### config.mk
export PLATFORM = sky130hd
export DESIGN_NAME = encoder_controlled_pwm_core
export DESIGN_NICKNAME = d
export VERILOG_FILES = /design/src/hw/rtl/ecpwm_pkg.sv /design/src/hw/rtl/ecpwm_divider.sv /design/src/hw/rtl/encoder_controlled_pwm_core.sv
export SDC_FILE = /design/constraint.sdc
export NUM_CORES = 1
export LEC_CHECK = 0
export BUFFER_PORTS_ARGS = -buffer_cell sky130_fd_sc_hd__buf_2
export CORE_AREA = 2 2 136 172
export DETAILED_ROUTE_END_ITERATION = 8
export DIE_AREA = 0 0 138 174
export PLACE_DENSITY_LB_ADDON = 0.1
export SYNTH_ARGS = -nofsm -noshare
export SYNTH_HDL_FRONTEND = slang
export SYNTH_SLANG_ARGS = --single-unit
### constraint.sdc
create_clock -name clock -period 5.5 [get_ports clock]
set_input_delay 1.375 -clock clock [delete_from_list [all_inputs] [get_ports clock]]
set_output_delay 1.375 -clock clock [all_outputs]
set_load 0.02 [all_outputs]
### src/hw/rtl/ecpwm_pkg.sv
`default_nettype none
// ----------------------------------------------------------------------------
// ecpwm_pkg
// Shared types and constants for the encoder controlled pwm core: payload
// structs, field widths, register indexes and detent phase codes.
// ----------------------------------------------------------------------------
package ecpwm_pkg;

   // field widths
   localparam int WIDTH_W  = 16;  // pulse width and period
   localparam int FACTOR_W = 8;   // step factor
   localparam int PHASE_W  = 3;   // detent phase, two's complement

   // configuration port
   localparam int CSR_INDEX_W = 2;
   localparam int CSR_DATA_W  = 16;

   localparam logic [CSR_INDEX_W-1:0] CSR_PWM_PERIOD  = 2'd0;
   localparam logic [CSR_INDEX_W-1:0] CSR_STEP_FACTOR = 2'd1;

   // register reset values
   localparam logic [WIDTH_W-1:0]  PWM_PERIOD_RESET  = 16'd1000;
   localparam logic [FACTOR_W-1:0] STEP_FACTOR_RESET = 8'd2;

   // default tick counter width
   localparam int COUNT_WIDTH_DEFAULT = 16;

   // detent phase codes
   localparam logic signed [PHASE_W-1:0] PHASE_IDLE = 3'sd0;
   localparam logic signed [PHASE_W-1:0] PHASE_POS1 = 3'sd1;
   localparam logic signed [PHASE_W-1:0] PHASE_POS2 = 3'sd2;
   localparam logic signed [PHASE_W-1:0] PHASE_HOLD = 3'sd3;
   localparam logic signed [PHASE_W-1:0] PHASE_NEG1 = -3'sd1;
   localparam logic signed [PHASE_W-1:0] PHASE_NEG2 = -3'sd2;

   // input transaction
   typedef struct packed {
      logic enc_a;
      logic enc_b;
   } req_payload_type;

   // result transaction
   typedef struct packed {
      logic               pwm_out;
      logic               led_shorter;
      logic               led_longer;
      logic [WIDTH_W-1:0] width_now;
   } rsp_payload_type;

endpackage
`default_nettype wire

### src/hw/rtl/ecpwm_divider.sv
`default_nettype none
// ----------------------------------------------------------------------------
// ecpwm_divider
// Restoring divider, one quotient bit per cycle: 16-bit dividend over an
// 8-bit nonzero divisor. Pulses done in the cycle after the last step.
// ----------------------------------------------------------------------------
module ecpwm_divider (
   input  wire logic                              clock,
   input  wire logic                              reset,
   input  wire logic                              start,
   input  wire logic [ecpwm_pkg::WIDTH_W-1:0]     dividend,
   input  wire logic [ecpwm_pkg::FACTOR_W-1:0]    divisor,
   output logic                                   done,
   output logic      [ecpwm_pkg::WIDTH_W-1:0]     quotient
);

   localparam int CNT_W = $clog2(ecpwm_pkg::WIDTH_W + 1);

   logic [ecpwm_pkg::WIDTH_W-1:0]  quo_ff, quo_in;
   logic [ecpwm_pkg::FACTOR_W-1:0] rem_ff, rem_in;
   logic [ecpwm_pkg::FACTOR_W-1:0] dsr_ff, dsr_in;
   logic [CNT_W-1:0]               cnt_ff, cnt_in;
   logic                           busy_ff, busy_in;
   logic                           done_ff, done_in;
   logic [ecpwm_pkg::FACTOR_W:0]   trial;
   logic [ecpwm_pkg::FACTOR_W:0]   diff;
   logic                           fits;

   // one trial subtraction per cycle
   always_comb begin
      trial = {rem_ff, quo_ff[ecpwm_pkg::WIDTH_W-1]};
      diff  = trial - {1'b0, dsr_ff};
      fits  = (trial >= {1'b0, dsr_ff});
   end

   // step sequencing
   always_comb begin
      quo_in  = quo_ff;
      rem_in  = rem_ff;
      dsr_in  = dsr_ff;
      cnt_in  = cnt_ff;
      busy_in = busy_ff;
      done_in = 1'b0;
      if (start) begin
         quo_in  = dividend;
         rem_in  = '0;
         dsr_in  = divisor;
         cnt_in  = CNT_W'(ecpwm_pkg::WIDTH_W);
         busy_in = 1'b1;
      end else if (busy_ff) begin
         quo_in = {quo_ff[ecpwm_pkg::WIDTH_W-2:0], fits};
         rem_in = fits ? diff[ecpwm_pkg::FACTOR_W-1:0] : trial[ecpwm_pkg::FACTOR_W-1:0];
         cnt_in = cnt_ff - CNT_W'(1);
         if (cnt_ff == CNT_W'(1)) begin
            busy_in = 1'b0;
            done_in = 1'b1;
         end
      end
   end

   // control registers
   always_ff @(posedge clock) begin
      if (reset) begin
         busy_ff <= 1'b0;
         done_ff <= 1'b0;
         cnt_ff  <= '0;
      end else begin
         busy_ff <= busy_in;
         done_ff <= done_in;
         cnt_ff  <= cnt_in;
      end
   end

   // datapath registers
   always_ff @(posedge clock) begin
      quo_ff <= quo_in;
      rem_ff <= rem_in;
      dsr_ff <= dsr_in;
   end

   assign done     = done_ff;
   assign quotient = quo_ff;

endmodule
`default_nettype wire

### src/hw/rtl/encoder_controlled_pwm_core.sv
`default_nettype none
// ----------------------------------------------------------------------------
// encoder_controlled_pwm_core
// PWM generator whose pulse width is stepped by a quadrature encoder: one
// input transaction per sample tick, one result transaction per tick.
//
//   channel | direction | ports                              | content
//   req     | in        | req_valid, req_stall, req_data     | encoder levels a, b
//   rsp     | out       | rsp_valid, rsp_stall, rsp_data     | pwm level, leds, width
//   csr     | in        | csr_wr_en, csr_index, csr_wdata    | period, step factor
//
// A tick without a width change, or a lengthen from zero width, goes from
// accept through the deliver state to the output register; a detent that
// divides (shorten, or the period bound of a lengthen) also passes the
// divide state and the bit-serial divider (16 steps). One transaction is in
// flight at a time; a finished result waits in the output register while
// the next one is accepted. Reset is synchronous and restores the register defaults.
// ----------------------------------------------------------------------------
module encoder_controlled_pwm_core #(
   parameter int COUNT_WIDTH = ecpwm_pkg::COUNT_WIDTH_DEFAULT
) (
   input  wire logic                                  clock,
   input  wire logic                                  reset,
   input  wire logic                                  req_valid,
   output logic                                       req_stall,
   input  wire ecpwm_pkg::req_payload_type            req_data,
   output logic                                       rsp_valid,
   input  wire logic                                  rsp_stall,
   output ecpwm_pkg::rsp_payload_type                 rsp_data,
   input  wire logic                                  csr_wr_en,
   input  wire logic [ecpwm_pkg::CSR_INDEX_W-1:0]     csr_index,
   input  wire logic [ecpwm_pkg::CSR_DATA_W-1:0]      csr_wdata
);

   localparam int WW    = ecpwm_pkg::WIDTH_W;
   localparam int FW    = ecpwm_pkg::FACTOR_W;
   localparam int CMP_W = (COUNT_WIDTH > WW) ? COUNT_WIDTH : WW;

   typedef enum logic [2:0] {
      ST_IDLE    = 3'b001,
      ST_DIVIDE  = 3'b010,
      ST_DELIVER = 3'b100
   } state_type;

   state_type                       state_ff, state_in;
   logic [WW-1:0]                   period_ff, period_in;
   logic [FW-1:0]                   factor_ff, factor_in;
   logic [COUNT_WIDTH-1:0]          counter_ff, counter_in;
   logic [WW-1:0]                   width_ff, width_in;
   logic signed [ecpwm_pkg::PHASE_W-1:0] phase_ff, phase_in;
   logic                            level_ff, level_in;
   logic                            shorter_ff, shorter_in;
   logic                            longer_ff, longer_in;
   logic                            lengthen_ff, lengthen_in;
   logic                            rsp_valid_ff, rsp_valid_in;
   ecpwm_pkg::rsp_payload_type      rsp_data_ff, rsp_data_in;

   logic                            req_accept;
   logic [FW-1:0]                   eff_factor;
   logic [WW-1:0]                   width_clamp;
   logic [CMP_W-1:0]                counter_ext, width_ext, period_ext;
   logic                            tick_clear;
   logic                            level_next;
   logic signed [ecpwm_pkg::PHASE_W-1:0] phase_next;
   logic                            detent_cw;
   logic                            detent_ccw;
   logic                            div_start;
   logic [WW-1:0]                   div_dividend;
   logic                            div_done;
   logic [WW-1:0]                   div_quotient;
   logic [WW+FW-1:0]                product;

   assign req_accept = req_valid && !req_stall;
   assign req_stall  = (state_ff != ST_IDLE);
   assign eff_factor = (factor_ff == '0) ? FW'(1) : factor_ff;

   // width clamp and pwm compare
   always_comb begin
      width_clamp = (width_ff > period_ff) ? period_ff : width_ff;
      counter_ext = CMP_W'(counter_ff);
      width_ext   = CMP_W'(width_clamp);
      period_ext  = CMP_W'(period_ff);
      tick_clear  = 1'b0;
      level_next  = level_ff;
      if (counter_ext < width_ext) begin
         level_next = 1'b1;
      end else if (counter_ext < period_ext) begin
         level_next = 1'b0;
      end else begin
         tick_clear = 1'b1;
      end
   end

   // detent tracker
   always_comb begin
      phase_next = phase_ff;
      detent_cw  = 1'b0;
      detent_ccw = 1'b0;
      unique case ({req_data.enc_a, req_data.enc_b})
         2'b11: phase_next = ecpwm_pkg::PHASE_IDLE;
         2'b10: begin
            if (phase_ff == ecpwm_pkg::PHASE_POS2) begin
               detent_cw  = 1'b1;
               phase_next = ecpwm_pkg::PHASE_HOLD;
            end else if (phase_ff == ecpwm_pkg::PHASE_IDLE) begin
               phase_next = ecpwm_pkg::PHASE_NEG1;
            end
         end
         2'b01: begin
            if (phase_ff == ecpwm_pkg::PHASE_NEG2) begin
               detent_ccw = 1'b1;
               phase_next = ecpwm_pkg::PHASE_HOLD;
            end else if (phase_ff == ecpwm_pkg::PHASE_IDLE) begin
               phase_next = ecpwm_pkg::PHASE_POS1;
            end
         end
         default: begin
            if (phase_ff == ecpwm_pkg::PHASE_POS1) begin
               phase_next = ecpwm_pkg::PHASE_POS2;
            end else if (phase_ff == ecpwm_pkg::PHASE_NEG1) begin
               phase_next = ecpwm_pkg::PHASE_NEG2;
            end
         end
      endcase
   end

   // shorten divides the width, lengthen bounds against period over factor
   assign div_dividend = detent_cw ? width_clamp : period_ff;
   assign product      = (WW+FW)'(width_ff) * (WW+FW)'(eff_factor);

   ecpwm_divider u_divider (
      .clock    (clock),
      .reset    (reset),
      .start    (div_start),
      .dividend (div_dividend),
      .divisor  (eff_factor),
      .done     (div_done),
      .quotient (div_quotient)
   );

   // sequencer
   always_comb begin
      state_in     = state_ff;
      counter_in   = counter_ff;
      width_in     = width_ff;
      phase_in     = phase_ff;
      level_in     = level_ff;
      shorter_in   = shorter_ff;
      longer_in    = longer_ff;
      lengthen_in  = lengthen_ff;
      rsp_valid_in = rsp_valid_ff;
      rsp_data_in  = rsp_data_ff;
      div_start    = 1'b0;
      if (rsp_valid_ff && !rsp_stall) begin
         rsp_valid_in = 1'b0;
      end
      unique case (state_ff)
         ST_IDLE: begin
            if (req_accept) begin
               counter_in  = tick_clear ? '0 : counter_ff + COUNT_WIDTH'(1);
               level_in    = level_next;
               phase_in    = phase_next;
               width_in    = width_clamp;
               lengthen_in = detent_ccw;
               state_in    = ST_DELIVER;
               if (detent_cw) begin
                  shorter_in = 1'b1;
                  longer_in  = 1'b0;
                  div_start  = 1'b1;
                  state_in   = ST_DIVIDE;
               end
               if (detent_ccw) begin
                  shorter_in = 1'b0;
                  longer_in  = 1'b1;
                  if (width_clamp == '0) begin
                     width_in = WW'(1);
                  end else begin
                     div_start = 1'b1;
                     state_in  = ST_DIVIDE;
                  end
               end
            end
         end
         ST_DIVIDE: begin
            if (div_done) begin
               if (!lengthen_ff) begin
                  width_in = div_quotient;
               end else if (width_ff <= div_quotient) begin
                  width_in = product[WW-1:0];
               end
               state_in = ST_DELIVER;
            end
         end
         ST_DELIVER: begin
            if (!rsp_valid_ff || !rsp_stall) begin
               rsp_valid_in            = 1'b1;
               rsp_data_in.pwm_out     = level_ff;
               rsp_data_in.led_shorter = shorter_ff;
               rsp_data_in.led_longer  = longer_ff;
               rsp_data_in.width_now   = width_ff;
               state_in                = ST_IDLE;
            end
         end
         default: state_in = ST_IDLE;
      endcase
   end

   // configuration writes
   always_comb begin
      period_in = period_ff;
      factor_in = factor_ff;
      if (csr_wr_en) begin
         unique case (csr_index)
            ecpwm_pkg::CSR_PWM_PERIOD:  period_in = csr_wdata[WW-1:0];
            ecpwm_pkg::CSR_STEP_FACTOR: factor_in = csr_wdata[FW-1:0];
            default: ;
         endcase
      end
   end

   // control and state registers
   always_ff @(posedge clock) begin
      if (reset) begin
         state_ff     <= ST_IDLE;
         period_ff    <= ecpwm_pkg::PWM_PERIOD_RESET;
         factor_ff    <= ecpwm_pkg::STEP_FACTOR_RESET;
         counter_ff   <= '0;
         width_ff     <= '0;
         phase_ff     <= ecpwm_pkg::PHASE_IDLE;
         level_ff     <= 1'b0;
         shorter_ff   <= 1'b0;
         longer_ff    <= 1'b0;
         lengthen_ff  <= 1'b0;
         rsp_valid_ff <= 1'b0;
      end else begin
         state_ff     <= state_in;
         period_ff    <= period_in;
         factor_ff    <= factor_in;
         counter_ff   <= counter_in;
         width_ff     <= width_in;
         phase_ff     <= phase_in;
         level_ff     <= level_in;
         shorter_ff   <= shorter_in;
         longer_ff    <= longer_in;
         lengthen_ff  <= lengthen_in;
         rsp_valid_ff <= rsp_valid_in;
      end
   end

   // result payload register
   always_ff @(posedge clock) begin
      rsp_data_ff <= rsp_data_in;
   end

   assign rsp_valid = rsp_valid_ff;
   assign rsp_data  = rsp_data_ff;

endmodule
`default_nettype wire
# --- Word-level counts from Yosys, hierarchy flattened ---
# Index checks and enable logic that the tools add are counted.
totals:
  register_bits: 125
  in_bits: 25
  output_inout_bits: 21
  elab_cells: 131
classes:
  addsub: 3
  multipliers: 1
  order_cmp: 5
  n_eq_ne: 19
  muxes: 54
  n_bitwise: 1
  n_reduce_logical: 26
op_table:
  columns: ["operator", "count"]
  rows:
  - ["16-bit two-way mux", 11]
  - ["3-bit two-way mux", 12]
  - ["16-bit less-than comparator", 2]
  - ["16-bit case mux with 2 select lines", 1]
  - ["1-bit two-way mux", 24]
  - ["3-bit case mux with 3 select lines", 2]
  - ["16-bit by 1-bit adder with 16-bit output (second input constant)", 1]
  - ["16-bit > comparator", 1]
  - ["16-bit less-or-equal comparator", 1]
  - ["16-bit zero test", 1]
  - ["16-bit by 8-bit multiplier with 16-bit output", 1]
  - ["8-bit two-way mux", 2]
  - ["5-bit two-way mux", 2]
  - ["3-bit by 2-bit == test with 1-bit output (second input constant)", 3]
  - ["9-bit by 8-bit >= comparator with 1-bit output", 1]
  - ["3-bit != test (second input constant)", 3]
  - ["3-bit AND reduction", 3]
  - ["8-bit zero test", 1]
  - ["2-bit AND reduction", 4]
  - ["2-bit nonzero test", 4]
  - ["8-bit subtractor", 1]
  - ["3-bit by 1-bit == test with 1-bit output (second input constant)", 2]
  - ["3-bit == test (second input constant)", 2]
  - ["5-bit by 1-bit == test with 1-bit output (second input constant)", 1]
  - ["other kinds (17)", 23]

# --- Longest topological paths before layout ---
depth:
  ltp_word: 9
  mapped_depth: 23
  depth_no_buf: 20

# --- Modules after synthesis ---
# Synthesis repeated with hierarchy kept, for this count alone.
unflattened:
  hier_cells: 1186
  hier_area_um2: 10580.1
by_module_without_submodules:
  columns: ["mod", "n_inst", "cells_each", "area_each_um2", "seq_area_each_um2"]
  rows:
  - ["encoder_controlled_pwm_core", 1, 1020, 8608.3, 1911.8]
  - ["ecpwm_divider", 1, 166, 1971.9, 1021.0]

# --- Least setup slack after synthesis ---
# No wires, ideal clock.
synth_timing:
  kind: "reg-to-reg"
  from: "reg width_ff[1]"
  to: "reg width_ff[15]"
  setup_time_ps: 67
  t_arrival_ps: 4829
  required_ps: 5433
  setup_slack_ps: 603
  path_stages_with_launch: 20
  period_less_slack_ps: 4897
  path_cell_list: "dfxtp_1 clkbuf_1 nand2_1 fa_1 fa_1 inv_1 fa_1 inv_1 fa_1 inv_1 ha_1 o21a_1 o31a_1 o31ai_4 a21oi_2 o21a_1 o31a_1 or3_1 a31o_1 a21oi_2"
synth_via:
  elab_chain_len: 7
synth_rtl:
  columns: ["element", "line", "source"]
  rows:
  - ["from (decl)", "encoder_controlled_pwm_core.sv:49", "logic [WW-1:0] width_ff, width_in;"]
  - ["from (signal assigned)", "encoder_controlled_pwm_core.sv:240", "width_ff <= width_in;"]
  - ["parallel branches: the longest is 7 deep, another holds 16-bit by 8-bit multiplier with 16-bit output", null, null]
# Several ways; the timed one is not identified. The select of a mux whose other input is x is not followed.
# A chain may end at the register's enable or synchronous reset.

# --- Worst setup path in the final report ---
layout_timing:
  from: "reg factor_ff[3]"
  to: "reg width_ff[14]"
layout_via:
  elab_chain_len: 7
layout_rtl:
  columns: ["element", "line", "source"]
  rows:
  - ["from (decl)", "encoder_controlled_pwm_core.sv:47", "logic [FW-1:0] factor_ff, factor_in;"]
  - ["from (signal assigned)", "encoder_controlled_pwm_core.sv:226", "factor_ff <= ecpwm_pkg::STEP_FACTOR_RESET;"]
  - ["from (signal assigned)", "encoder_controlled_pwm_core.sv:238", "factor_ff <= factor_in;"]
  - ["8-bit zero test", "encoder_controlled_pwm_core.sv:75", "assign eff_factor = (factor_ff == '0) ? FW'(1) : factor_ff;"]
  - ["8-bit two-way mux *", "encoder_controlled_pwm_core.sv:75", null]
  - ["16-bit by 8-bit multiplier with 16-bit output *", "encoder_controlled_pwm_core.sv:129", "assign product = (WW+FW)'(width_ff) * (WW+FW)'(eff_factor);"]
  - ["16-bit two-way mux *", "encoder_controlled_pwm_core.sv:188", "end else if (width_ff <= div_quotient) begin"]
  - ["16-bit two-way mux *", "encoder_controlled_pwm_core.sv:186", "if (!lengthen_ff) begin"]
  - ["16-bit two-way mux *", "encoder_controlled_pwm_core.sv:185", "if (div_done) begin"]
  - ["16-bit case mux with 2 select lines *", "encoder_controlled_pwm_core.sv:157", "unique case (state_ff)"]
# Mark *: on every way between the ends. The rest lies on a longest branch, timed or not. The select of a mux whose other input is x is not followed.

==> metrics.cfg <==
[route]
dr.pass1.iters=5
drc_errors=0
via_per_inst=5.53
wl_met2_um=14600
routed.top_layer=met4
routed_wl_um=29100
routed-wl-met3_um=1170
avgRoutedWirePerCell_um=19.8
drt-met1-wl_um=11900
final_antenna_net_count=0
vias=8118
drtIter0Drc=450

[floorplanning]
io_pins=46
row_count=62
initial_core_util=0.441
dieArea_sq_mm=0.0240
coreArea_sq_mm=0.0225
dieWidth_um=138
die_h_um=174

[finish]
antenna_cells=0
area_growth_pct=13.3
nets=1354
design_area_sq_mm=0.0113
drive_above_1_share=0.116

[power_and_ir_drop]
ir_drop_mv=0.215
power_density_mw_per_mm2=229
p_leak_nw=5.06

[timing]
drv_slew=0
whs_ps=431
tightest_slew_ps=1170
period_share=0.933
rsz0062_at_grt=no
max-slew-margin-rel=0.218
final-hold-violation-count=0
fin_skew_ps=11.9
tns_ps=0
setup_viol=0
period_needed_ps=5130
max_freq_mhz=195

[global_route]
overflow=0
grt_pass1_wl_um=46000
first_global_vias=8247
grt_usage=0.248
grt_max_degree=39
antenna_found_initial=0

[yosys]
yosysMostFrequentCell=inv_1
synth_cell_types=63
synthAdderAreaFrac=0.250
syn_inst=1113
synthSimpleGateAreaFrac=0.193
synthArstFlopShare=0
ys_ff_latch=125
synth_top_family_by_area=adder cells
synth_area_sq_mm=0.00993
avgSynthCellArea_sq_um=8.92
synth_edf_count=43
synth_xor_area_frac=0.0362
muxShareOfSynthArea=0.0202
ys.flop_type=dfxtp_1
synth_area_leaders=dfxtp_1, edfxtp_1, ha_1
syn_nets=1300
synth-compound-area-share=0.142
yosysTopAreaCell=dfxtp_1
yosysTopAreaCellShare=0.165
ys_seq_area_frac=0.295
netlist_top_cells_count=inv_1, nand2_1, ha_1
ys_warn_count=0

[min_path]
worstHoldPathType=reg2reg

[clock_network]
cts-root-buf=clkbuf_16
clk_latency_ps=430
postCtsHoldBufs=0
cts.htree.levels=4
cts_tree=done
clk_pin_slew_ps=60
clkSinkCount=125
clock_path_buffers=2
cts_buffers=17

[setup_path]
end_kind=flop
crit_arrival_ps=5440
startpoint_type=flop
slowest_delay_ps=540
path_cells=and2_1 > fa_1 > inv_1 > fa_1 > inv_1 > fa_1 > inv_1 > fa_1 > inv_1 > ha_1 > a41oi_1 > nor4b_1 > o31ai_1 > a211o_1 > o21ai_0 > xnor2_1 > mux2i_1 > a2111oi_1
critPathSlowestCell=fa_1
required_ps=5810
path_delay_family=adder cells
crit_fanout=12
worstSetupPathType=reg2reg
cp_num_buf_inv=4

[place]
io_buffers=45
gp_congestion=0.946
place_area_sq_mm=0.0106
dp_hpwl_um=22700

[flow_run]
maxCapViolations=0

[outcome]
status=complete, no violations

## layer usage
layer | up-vias | global-route usage
met3 | 79 | 0.0394
met1 | 3879 | 0.294
met4 | 0 | 0.125
met2 | 225 | 0.434
li1 | 3935 | -
met5 | - | 0
## what timing repair did
action / in CTS / in global routing
endpoints found under the setup margin: 0 / 1
resized for setup: 0 / 1
buffers inserted: 0 / 0
## worst paths after layout
path / start / to / slack, ps / depth (start not counted)
worst min-delay path: level_ff / rsp_data[18] / 430 / 0
worst max-delay path: factor_ff[3] / width_ff[14] / 370 / 18
worst min register to register: level_ff / rsp_data[18] / 430 / 0
worst max register to register: factor_ff[3] / width_ff[14] / 370 / 18
## registers in the layout, indices dropped and copies added, names as in the netlist, 5 cells and up
signal / flops
rsp_data: 19
u_divider.cnt_ff: 5
width_ff: 16
u_divider.quotient: 16
period_ext: 16
u_divider.rem_ff: 8
u_divider.dsr_ff: 8
factor_ff: 8
counter_ext: 16
## stage by stage
step           worst slack [ps]  instances   util  power, mW
5_1_grt                    40.2       1468  0.500       2.69
4_1_cts                     363       1468  0.500       2.60
6_report                    371       1468  0.500       2.58
3_3_place_gp                493       1436  0.473       1.42
3_5_place_dp                386       1436  0.473       1.42
2_1_floorplan               603       1113      -       1.32
## layout make-up
class                           instances  area [sq um]
Fill cell                            2211         11200
Multi-Input combinational cell        825          6380
Tap cell                              288           360
Clock inverter                         15           180
Inverter                              108           405
Sequential cell                       125          2930
Clock buffer                           17           425
Timing Repair Buffer                   90           563
## logic make-up after synthesis
family                   Yosys count
AO/OA/AOI/OAI                    216
XOR/XNOR                          41
adder cells (fa/ha/maj)          162
buffers and inverters            163
flip-flops                       125
multiplexers                      20
AND/OR/NAND/NOR                  386
## worst register-to-register path: cells and delay by family, from the launching register on
family / cells / cell delay, ps
XOR/XNOR: 1 / 160
AND/OR/NAND/NOR: 2 / 550
multiplexers: 1 / 90
AO/OA/AOI/OAI: 5 / 1170
buffers and inverters: 4 / 220
adder cells (fa/ha/maj): 5 / 2410
flip-flops: 1 / 430
## power by group
part           total, mW  internal [mW]  switching (mW)
Sequential          1.04          0.997          0.0393
Clock               1.18          0.685           0.495
Combinational      0.360          0.152           0.207
Total               2.58           1.83           0.742
## placed cells by master, fill, tap and decap left out, types with 45 or more instances in the layout
cell type | synthesis | layout
inv_1 | 106 | 106
buf_2 | 6 | 45
fa_1 | 61 | 61
nor2_1 | 98 | 98
ha_1 | 101 | 101
buf_4 | 1 | 45
dfxtp_1 | 82 | 82
and2_1 | 71 | 71
a21oi_1 | 75 | 74
nand2_1 | 105 | 105
(Power assumes the default switching activity.)
